`src/hdl/gdad_pkg.sv`:
```
// Package for the Gregorian date add/diff unit: constants, types, calendar helpers.
// No dependencies; used by every module in hdl/.
package gdad_pkg;

	localparam int unsigned MaxYearDefault = 9999;
	localparam int unsigned YearW = 14;
	localparam int unsigned MonthW = 4;
	localparam int unsigned DayW = 5;
	localparam int unsigned OffW = 23;
	localparam int unsigned DnW = 26;     // day numbers up to 65535 years, plus sign
	localparam int unsigned DiffMax = 4194303;

	localparam logic [1:0] OrdEarlier = 2'd0;
	localparam logic [1:0] OrdEqual = 2'd1;
	localparam logic [1:0] OrdLater = 2'd2;

	// Gregorian leap test; y / 100 by reciprocal multiply, exact for 17-bit years
	function automatic logic is_leap(input logic [16:0] y);
		logic [34:0] prod;
		logic [10:0] q100;
		logic [16:0] r100;
		begin
			prod = 35'(y) * 35'd167773;
			q100 = prod[34:24];
			r100 = y - 17'(q100) * 17'd100;
			// divisible by 400 = divisible by 100 with a quotient divisible by 4
			is_leap = ((y[1:0] == 2'd0) && (r100 != 17'd0)) ||
				((r100 == 17'd0) && (q100[1:0] == 2'd0));
		end
	endfunction

	// Month length, zero for month codes outside 1..12
	function automatic logic [DayW-1:0] month_len(input logic [16:0] y,
			input logic [MonthW-1:0] m);
		begin
			unique case (m)
				4'd1, 4'd3, 4'd5, 4'd7, 4'd8, 4'd10, 4'd12: month_len = 5'd31;
				4'd4, 4'd6, 4'd9, 4'd11: month_len = 5'd30;
				4'd2: month_len = is_leap(y) ? 5'd29 : 5'd28;
				default: month_len = 5'd0;
			endcase
		end
	endfunction

	typedef struct packed {
		logic start;
		logic done;
	} gdad_ctl_t;

endpackage

```
`src/hdl/gdad_conv.sv`:
```
// Iterative date <-> day-number converter for the date add/diff unit.
// Depends on gdad_pkg. One shared adder/compare walks years by 400/100/4/1 and months.
module gdad_conv (
	input  logic clk,
	input  logic arst_n,
	input  gdad_pkg::gdad_ctl_t ctl_in,     // start pulse in; done unused
	input  logic to_date,                   // 1: day number to date, 0: date to number
	input  logic [16:0] year_in,
	input  logic [gdad_pkg::MonthW-1:0] month_in,
	input  logic [gdad_pkg::DayW-1:0] day_in,
	input  logic [gdad_pkg::DnW-1:0] dn_in,
	output gdad_pkg::gdad_ctl_t ctl_out,    // done pulse out
	output logic [gdad_pkg::DnW-1:0] dn_out,
	output logic [16:0] year_out,
	output logic [gdad_pkg::MonthW-1:0] month_out,
	output logic [gdad_pkg::DayW-1:0] day_out
);
	typedef enum logic [2:0] {S_IDLE, S_YEARS, S_MONTHS, S_DAY} st_t;
	st_t st_q;
	logic dir_q;
	logic [gdad_pkg::DnW-1:0] acc_q;     // day count accumulated or remaining
	logic [16:0] yr_q;                   // years remaining (to number) / built year (to date)
	logic [gdad_pkg::MonthW-1:0] mo_q, mtgt_q;
	logic [gdad_pkg::DayW-1:0] dy_q;
	logic [1:0] lvl_q;                   // 400 / 100 / 4 / 1 year step
	logic [2:0] cnt_q;                   // steps taken at the century/year levels

	logic [gdad_pkg::DnW-1:0] step_days;
	logic [16:0] step_years;
	logic [gdad_pkg::DnW-1:0] ml_ext;
	logic [16:0] leap_year;

	// step size for the current level
	always_comb begin
		unique case (lvl_q)
			2'd0: begin step_days = 26'd146097; step_years = 17'd400; end
			2'd1: begin step_days = 26'd36524; step_years = 17'd100; end
			2'd2: begin step_days = 26'd1461; step_years = 17'd4; end
			default: begin step_days = 26'd365; step_years = 17'd1; end
		endcase
		leap_year = dir_q ? yr_q + 17'd1 : year_out;
		ml_ext = gdad_pkg::DnW'(gdad_pkg::month_len(leap_year, mo_q));
	end

	assign dn_out = acc_q;
	assign month_out = mo_q;
	assign day_out = dy_q;
	always_comb year_out = dir_q ? yr_q + 17'd1 : year_in;

	always_ff @(posedge clk or negedge arst_n) begin
		if (!arst_n) begin
			st_q <= S_IDLE;
			ctl_out <= '0;
			dir_q <= 1'b0;
			acc_q <= '0; yr_q <= '0; mo_q <= '0; mtgt_q <= '0; dy_q <= '0;
			lvl_q <= '0; cnt_q <= '0;
		end else begin
			ctl_out <= '0;
			unique case (st_q)
				S_IDLE: begin
					if (ctl_in.start) begin
						dir_q <= to_date;
						lvl_q <= 2'd0;
						cnt_q <= '0;
						mo_q <= 4'd1;
						mtgt_q <= month_in;
						dy_q <= day_in;
						if (to_date) begin
							acc_q <= dn_in; yr_q <= '0;
						end else begin
							acc_q <= '0; yr_q <= year_in - 17'd1;
						end
						st_q <= S_YEARS;
					end
				end
				// one year-block per cycle, largest blocks first
				S_YEARS: begin
					if (!dir_q) begin
						if (yr_q >= step_years) begin
							yr_q <= yr_q - step_years;
							acc_q <= acc_q + step_days;
						end else if (lvl_q == 2'd3) st_q <= S_MONTHS;
						else lvl_q <= lvl_q + 2'd1;
					end else begin
						// at most 3 centuries and 3 single years per block
						if (acc_q >= step_days && (lvl_q == 2'd0 || lvl_q == 2'd2 ||
								cnt_q != 3'd3)) begin
							acc_q <= acc_q - step_days;
							yr_q <= yr_q + step_years;
							cnt_q <= cnt_q + 3'd1;
						end else begin
							cnt_q <= '0;
							if (lvl_q == 2'd3) st_q <= S_MONTHS;
							else lvl_q <= lvl_q + 2'd1;
						end
					end
				end
				// one month per cycle
				S_MONTHS: begin
					if (!dir_q) begin
						if (mo_q < mtgt_q && mo_q <= 4'd12) begin
							acc_q <= acc_q + ml_ext;
							mo_q <= mo_q + 4'd1;
						end else st_q <= S_DAY;
					end else begin
						if (acc_q >= ml_ext && mo_q < 4'd12) begin
							acc_q <= acc_q - ml_ext;
							mo_q <= mo_q + 4'd1;
						end else st_q <= S_DAY;
					end
				end
				default: begin
					if (!dir_q) acc_q <= acc_q + gdad_pkg::DnW'(dy_q) - 26'd1;
					else dy_q <= gdad_pkg::DayW'(acc_q) + 5'd1;
					ctl_out.done <= 1'b1;
					st_q <= S_IDLE;
				end
			endcase
		end
	end
endmodule

```
`src/hdl/gregorian_date_add_and_diff_unit.sv`:
```
// Top level of the Gregorian date add/diff unit: stream ports and sequencer.
// Depends on gdad_pkg and gdad_conv (shared iterative converter).
//
//  channel | dir | tdata fields (low bit first)                          | tuser
//  s_axis  | in  | a_year, a_month, a_day, b_year, b_month, b_day, off   | -
//  m_axis  | out | sum_year, sum_month, sum_day, sum_out_of_range,       | -
//          |     | day_difference, order, a_replaced, b_replaced         |
//
// One item runs three converter passes (A to day number, B to day number, sum
// back to a date); each pass spends one cycle per 400/100/4/1-year block and
// per month.
// s_axis_tready is high only while idle; the result register holds until taken,
// and a waiting result stalls only the load of the next result.
// arst_n clears the sequencer and the output valid.
module gregorian_date_add_and_diff_unit #(
	parameter int unsigned MAX_YEAR = gdad_pkg::MaxYearDefault
) (
	input  logic clk,
	input  logic arst_n,
	input  logic s_axis_tvalid,
	output logic s_axis_tready,
	// a_year[13:0] a_month[17:14] a_day[22:18] b_year[36:23] b_month[40:37]
	// b_day[45:41] day_offset[68:46], zero fill to 72
	input  logic [71:0] s_axis_tdata,
	output logic m_axis_tvalid,
	input  logic m_axis_tready,
	// sum_year[13:0] sum_month[17:14] sum_day[22:18] sum_out_of_range[23]
	// day_difference[46:24] order[48:47] a_replaced[49] b_replaced[50], zero fill to 56
	output logic [55:0] m_axis_tdata
);
	typedef enum logic [2:0] {S_IDLE, S_CONV_A, S_CONV_B, S_CLAMP, S_CONV_S, S_OUT} st_t;
	localparam logic [gdad_pkg::DnW-1:0] LastDn = gdad_pkg::DnW'(
		365 * (MAX_YEAR - 1) + (MAX_YEAR - 1) / 4 - (MAX_YEAR - 1) / 100
		+ (MAX_YEAR - 1) / 400 + 364 + ((MAX_YEAR % 4 == 0 && MAX_YEAR % 100 != 0)
		|| MAX_YEAR % 400 == 0 ? 1 : 0));
	localparam logic [16:0] MaxY = 17'(MAX_YEAR);

	st_t st_q;
	logic [16:0] ay_q, by_q;
	logic [3:0] am_q, bm_q;
	logic [4:0] ad_q, bd_q;
	logic arep_q, brep_q, oor_q;
	logic signed [gdad_pkg::OffW-1:0] off_q;
	logic [gdad_pkg::DnW-1:0] na_q;
	logic signed [gdad_pkg::DnW:0] ns_q;
	logic [22:0] diff_q;
	logic [1:0] ord_q;
	logic [55:0] out_q;
	logic ovalid_q;
	logic start_q;

	gdad_pkg::gdad_ctl_t cs, cd;
	logic c_dir;
	logic [16:0] c_y, cy_o;
	logic [3:0] c_m, cm_o;
	logic [4:0] c_d, cd_o;
	logic [gdad_pkg::DnW-1:0] cdn_o;

	logic [13:0] iy_a, iy_b;
	logic [3:0] im_a, im_b;
	logic [4:0] id_a, id_b;
	logic va, vb;
	logic signed [gdad_pkg::DnW:0] diff;
	logic [22:0] diff_sat;
	logic [1:0] ord;

	assign iy_a = s_axis_tdata[13:0];  assign im_a = s_axis_tdata[17:14];
	assign id_a = s_axis_tdata[22:18]; assign iy_b = s_axis_tdata[36:23];
	assign im_b = s_axis_tdata[40:37]; assign id_b = s_axis_tdata[45:41];

	// validity of both input dates
	always_comb begin
		va = iy_a != 14'd0 && 17'(iy_a) <= MaxY && im_a >= 4'd1 && im_a <= 4'd12 &&
			id_a >= 5'd1 && id_a <= gdad_pkg::month_len(17'(iy_a), im_a);
		vb = iy_b != 14'd0 && 17'(iy_b) <= MaxY && im_b >= 4'd1 && im_b <= 4'd12 &&
			id_b >= 5'd1 && id_b <= gdad_pkg::month_len(17'(iy_b), im_b);
	end

	// converter operand select; start comes from the registered pulse
	always_comb begin
		cs.start = start_q; cs.done = 1'b0;
		c_dir = 1'b0; c_y = ay_q; c_m = am_q; c_d = ad_q;
		unique case (st_q)
			S_CONV_B: begin c_y = by_q; c_m = bm_q; c_d = bd_q; end
			S_CONV_S: c_dir = 1'b1;
			default: ;
		endcase
	end

	gdad_conv u_conv (
		.clk(clk), .arst_n(arst_n), .ctl_in(cs), .to_date(c_dir),
		.year_in(c_y), .month_in(c_m), .day_in(c_d), .dn_in(ns_q[gdad_pkg::DnW-1:0]),
		.ctl_out(cd), .dn_out(cdn_o), .year_out(cy_o), .month_out(cm_o), .day_out(cd_o)
	);

	// difference, saturation and order
	always_comb begin
		diff = $signed({1'b0, na_q}) - $signed({1'b0, cdn_o});
		if (diff > $signed(27'(gdad_pkg::DiffMax))) diff_sat = 23'h3FFFFF;
		else if (diff < -$signed(27'(gdad_pkg::DiffMax)) - 27'sd1) diff_sat = 23'h400000;
		else diff_sat = diff[22:0];
		if (diff < 0) ord = gdad_pkg::OrdEarlier;
		else if (diff == 0) ord = gdad_pkg::OrdEqual;
		else ord = gdad_pkg::OrdLater;
	end

	assign s_axis_tready = (st_q == S_IDLE);
	assign m_axis_tvalid = ovalid_q;
	assign m_axis_tdata = out_q;

	always_ff @(posedge clk or negedge arst_n) begin
		if (!arst_n) begin
			st_q <= S_IDLE; ovalid_q <= 1'b0; start_q <= 1'b0;
			ay_q <= '0; am_q <= '0; ad_q <= '0; by_q <= '0; bm_q <= '0; bd_q <= '0;
			arep_q <= 1'b0; brep_q <= 1'b0; oor_q <= 1'b0; off_q <= '0;
			na_q <= '0; ns_q <= '0; diff_q <= '0; ord_q <= '0; out_q <= '0;
		end else begin
			// converter start after accept, after pass A and after the clamp
			start_q <= (st_q == S_IDLE && s_axis_tvalid) || (st_q == S_CONV_A && cd.done) ||
				(st_q == S_CLAMP);
			// output valid: set on load, cleared when taken
			if (st_q == S_OUT && (!ovalid_q || m_axis_tready)) ovalid_q <= 1'b1;
			else if (m_axis_tready) ovalid_q <= 1'b0;
			unique case (st_q)
				S_IDLE: if (s_axis_tvalid) begin
					ay_q <= va ? 17'(iy_a) : 17'd1900; am_q <= va ? im_a : 4'd1;
					ad_q <= va ? id_a : 5'd1;
					by_q <= vb ? 17'(iy_b) : 17'd1900; bm_q <= vb ? im_b : 4'd1;
					bd_q <= vb ? id_b : 5'd1;
					arep_q <= !va; brep_q <= !vb;
					off_q <= s_axis_tdata[68:46];
					st_q <= S_CONV_A;
				end
				S_CONV_A: if (cd.done) begin
					na_q <= cdn_o;
					ns_q <= $signed({1'b0, cdn_o}) + 27'(off_q);
					st_q <= S_CONV_B;
				end
				S_CONV_B: if (cd.done) begin
					diff_q <= diff_sat; ord_q <= ord;
					st_q <= S_CLAMP;
				end
				S_CLAMP: begin
					if (ns_q < 0) begin ns_q <= '0; oor_q <= 1'b1; end
					else if (ns_q > $signed({1'b0, LastDn})) begin
						ns_q <= $signed({1'b0, LastDn}); oor_q <= 1'b1;
					end else oor_q <= 1'b0;
					st_q <= S_CONV_S;
				end
				S_CONV_S: if (cd.done) st_q <= S_OUT;
				// converter outputs hold while idle; load once the old result is gone
				default: if (!ovalid_q || m_axis_tready) begin
					out_q <= {5'd0, brep_q, arep_q, ord_q, diff_q, oor_q, cd_o, cm_o,
						cy_o[13:0]};
					st_q <= S_IDLE;
				end
			endcase
		end
	end

	a_no_accept_busy: assert property (@(posedge clk) disable iff (!arst_n)
		(st_q != S_IDLE) |-> !s_axis_tready) else $error("accept while busy");
	a_order_code: assert property (@(posedge clk) disable iff (!arst_n)
		m_axis_tvalid |-> (m_axis_tdata[48:47] != 2'd3)) else $error("bad order code");
	a_month_range: assert property (@(posedge clk) disable iff (!arst_n)
		m_axis_tvalid |-> (m_axis_tdata[17:14] >= 4'd1 && m_axis_tdata[17:14] <= 4'd12))
		else $error("sum month out of range");
endmodule
```
`config.mk`:
```
export PLATFORM = sky130hd
export DESIGN_NAME = gregorian_date_add_and_diff_unit
export DESIGN_NICKNAME = d
export VERILOG_FILES = /design/src/hdl/gdad_pkg.sv /design/src/hdl/gdad_conv.sv /design/src/hdl/gregorian_date_add_and_diff_unit.sv
export SDC_FILE = /design/constraint.sdc
export NUM_CORES = 2
export LEC_CHECK = 0
export ABC_CLOCK_PERIOD_IN_PS = 13400
export BUFFER_PORTS_ARGS = -buffer_cell sky130_fd_sc_hd__buf_2
export CORE_MARGIN = 1
export CORE_UTILIZATION = 50
export CTS_CLUSTER_SIZE = 8
export DETAILED_ROUTE_END_ITERATION = 8
export GPL_TIMING_DRIVEN = 0
export PLACE_DENSITY_LB_ADDON = 0.3
export SETUP_SLACK_MARGIN = 0.1
export SLEW_MARGIN = 10
export SYNTH_ARGS = -nofsm -noshare
export SYNTH_HDL_FRONTEND = slang
export SYNTH_SLANG_ARGS = --single-unit
```
`constraint.sdc`:
```
create_clock -name clk -period 13.4 [get_ports clk]
set_input_delay 2.68 -clock clk [delete_from_list [all_inputs] [get_ports clk]]
set_output_delay 2.68 -clock clk [all_outputs]
set_load 0.005 [all_outputs]
```
==> impl_metrics.csv <==
group,metric,value,unit
run_status,outcome,"complete, but fails checks",
run_status,violations,"negative setup slack",
clock_tree,cts_max_level,2,
routing,num_vias,31700,
critical_path,crit_slowest_cell,"fa_1",
yosys,yosysTopAreaCell,"ha_1",
yosys,seq_area_frac_synth,18.0,%
sta,hold_violations,0,
sta,max_freq,70.8,MHz
sta,tns,-15.79,ns
clock_tree,insertion_delay,0.59,ns
critical_path,max_stage_delay,0.55,ns
global_route,grtUsageTotal,28.7,%
die,dieArea,76600,µm²
final_layout,area.growth.synth_to_final,16.4,%
critical_path,critical_path_required,13.91,ns
clock_tree,cts_tree,"yes",
die,core_area,74600,µm²
final_layout,finalInstanceArea,43900,µm²
yosys,netlist.area_leader.share,24.1,%
routing,viasPerCell,5.77,
yosys,synth_seq_cells,271,
clock_tree,numCtsBuffers,40,
critical_path,rr_startpoint,"u_conv.dir_q$_DFFE_PN0P_",
die,die_x,277,µm
clock_tree,cts_max_path_buffers,3,
global_route,grt_pass1_wl,174,mm
critical_path,critPathCaptureType,"register",
global_route,grt_pass1_vias,32100,
global_route,overflow,0,
global_route,grt_start_max_net_pins,100,
routing,dr.pass1.iters,8,
yosys,synth_edf_count,0,
clock_tree,cts_root_buf,"clkbuf_16",
routing,wl,109,mm
sta,worst_slack,-0.719,ns
yosys,synth.avg_cell_area,8.99,µm²
global_route,use_met2,46.7,%
sta,clock_skew,0.0419,ns
placement,dpl_cell_area,40000,µm²
critical_path,start_kind,"register",
critical_path,path_common_cell,"fa_1",
clock_tree,hold_buffers,0,
clock_tree,cts.reportedPaths.clkPinSlew,0.05,ns
critical_path,crit_arrival,14.63,ns
yosys,synthDistinctLibCells,84,
clock_tree,clock_sinks,271,
sta,period_minus_slack,14.12,ns
global_route,use_met3,5.02,%
worst_hold_path,hold_path.class,"register to register",
final_layout,nFillCells,6436,
placement,port_buffers,125,
sta,setup-violations-final,31,
sta,rsz0062_at_grt,"true",
critical_path,worstRegToRegCells,65,
routing,ant_nets,0,
worst_hold_path,min-delay-start,"m_axis_tdata[1]$_DFFE_PN0P_",
placement,hpwl,85.5,mm
sta,maxSlewViolCount,0,
placement,place_congestion,0.998,
final_layout,layout-drive-gt1-share,14.4,%
final_layout,fin_nets,5611,
yosys,synthArstFlopShare,100,%
worst_hold_path,min_path_cells,2,
global_route,use_met1,38.9,%
yosys,synth_area_leaders,"ha_1 (24%), dfrtp_1 (18%), fa_1 (16%)",
yosys,ys.flop_type,"dfrtp_1",
routing,drt_iter0_drc,2390,
routing,drc,0,
yosys,yosys_warnings,0,
global_route,grt.busiest_layer,"met2",
flow_run,maxCapViolations,0,
yosys,synthCells,4197,
die,num_rows,100,
critical_path,critical_path_class,"register to register",
routing,wl_per_cell,19.9,µm
yosys,syn-cell-area,37700,µm²
critical_path,path_max_fanout,10,
sta,worst_pin_slew,1.32,ns
die,die_h,277,µm
die,ioPinCount,134,
critical_path,startpoint,"u_conv.dir_q$_DFFE_PN0P_",
global_route,antenna_found_initial,9,
sta,finalCritPeriodShare,105,%
sta,timing.slew.headroom,9.71,%
die,start_util,50.6,%
## routing by layer
metal  part of all wire (%)  vias to the layer above  wire, µm
li1                       -                    15000         -
met1                     44                    15300     47900
met2                     46                     1087     49800
met3                    7.4                      215      8050
met4                    3.2                       12      3450
met5                  0.079                        -        86
## cell usage after synthesis (all sizes together) (32+ instances only)
master	count
a22o	37
mux2i	44
a21o	66
nor2b	40
ha	727
xor2	66
clkbuf	95
nor2	230
nor3	67
nand3	64
inv	665
a21oi	231
mux2	37
nand2	303
xnor2	134
nand4	32
o21ai	245
dfrtp	271
fa	298
o21bai	32
o22ai	39
a31oi	38
## sequential cells by signal, summed over array words and instances, names as in the netlist, 2 cells and up
| signal | flops |
|---|---|
| ad_q | 5 |
| am_q | 4 |
| ay_q | 14 |
| bd_q | 5 |
| bm_q | 4 |
| by_q | 14 |
| diff_q | 23 |
| m_axis_tdata | 51 |
| na_q | 26 |
| ns_q | 27 |
| off_q | 23 |
| ord_q | 2 |
| st_q | 3 |
| u_conv.cnt_q | 3 |
| u_conv.day_out | 5 |
| u_conv.dn_out | 26 |
| u_conv.lvl_q | 2 |
| u_conv.month_out | 4 |
| u_conv.mtgt_q | 4 |
| u_conv.st_q | 2 |
| u_conv.yr_q | 17 |
## cell families (layout without fill, tap and decap cells)
family / after synthesis / after routing / synth area share (%)
AOI/OAI and AO/OA: 935 / 935 / 16.0
DFF: 271 / 271 / 18.0
and+or+nand+nor: 905 / 905 / 11.3
other: 1 / 9 / 0.00994
buffers and inverters: 778 / 1094 / 7.83
adders and majority gates: 1026 / 1026 / 40.0
muxes: 81 / 81 / 2.31
xor gates and xnor gates: 200 / 200 / 4.64
## path summary, 6_finish.rpt
check	to	slack, ns
worst max-delay path	u_conv.dn_out[23]$_DFFE_PN0P_	-0.72
worst min-delay path	m_axis_tdata[1]$_DFFE_PN0P_	0.47
worst max register to register	u_conv.dn_out[23]$_DFFE_PN0P_	-0.72
worst min register to register	m_axis_tdata[1]$_DFFE_PN0P_	0.47
max in group asynchronous	u_conv.yr_q[1]$_DFFE_PN0P_	9.79
min in group asynchronous	ord_q[0]$_DFFE_PN0P_	2.09
## placed cells by master (no fill, tap or decap), drive strengths merged, types with 23 or more instances in the layout
| master | n |
|---|---|
| and3 | 25 |
| o21bai | 32 |
| xor2 | 66 |
| or2 | 27 |
| a31oi | 38 |
| ha | 727 |
| nor2b | 40 |
| o22ai | 39 |
| a21oi | 231 |
| xnor2 | 134 |
| nor3 | 67 |
| nand2 | 303 |
| or3 | 23 |
| a221oi | 25 |
| nor2 | 230 |
| fa | 298 |
| dfrtp | 271 |
| mux2i | 44 |
| a21o | 66 |
| mux2 | 37 |
| o21ai | 245 |
| nand4 | 32 |
| nand3 | 64 |
| a22o | 37 |
| clkbuf | 139 |
| inv | 664 |
| buf | 287 |
| nand2b | 27 |
## worst max-delay path, delay by kind of cell (launching register included)
family          cells  cell delay, ns
compound gates     27            4.41
xor+xnor            2            0.31
fa+ha+maj          14            5.34
buf+inv            14            1.52
flops               1            0.51
simple gates        8            1.93
## layout make-up
cell class | instances | area, µm² | share of cell area [%]
Antenna cell | 4 | 10.0 | 0.0228
Buffer | 112 | 845 | 1.92
Clock buffer | 46 | 1050 | 2.40
Clock inverter | 3 | 66.3 | 0.151
Inverter | 665 | 2510 | 5.73
Multi-Input combinational cell | 3152 | 29400 | 67.0
Sequential cell | 271 | 6790 | 15.5
Tap cell | 969 | 1210 | 2.76
Timing Repair Buffer | 268 | 1980 | 4.51
## timing repair
item | CTS | global route
setup buffers | 93 | 45
gates cloned | 6 | 0
endpoints found under the setup margin | 76 | 80
pin swaps | 94 | 71
hold endpoints to repair | 0 | 0
gates resized for setup | 224 | 137
## metrics by stage
step / utilization (%) / hold WS [ns] / setup slack (ns) / cells
4_1_cts: 57.8 / 0.475 / -0.595 / 5443
3_5_place_dp: 53.6 / 0.466 / -2.98 / 5297
3_3_place_gp: 53.5 / 0.459 / -3.06 / 5295
6_report: 58.9 / 0.468 / -0.719 / 5490
2_1_floorplan: - / 0.446 / 0.124 / 4201
5_1_grt: 58.9 / 0.498 / -1.27 / 5488
Power is not shown: default switching activity piles up to over one toggle a cycle in this logic, so the estimate is an artifact.
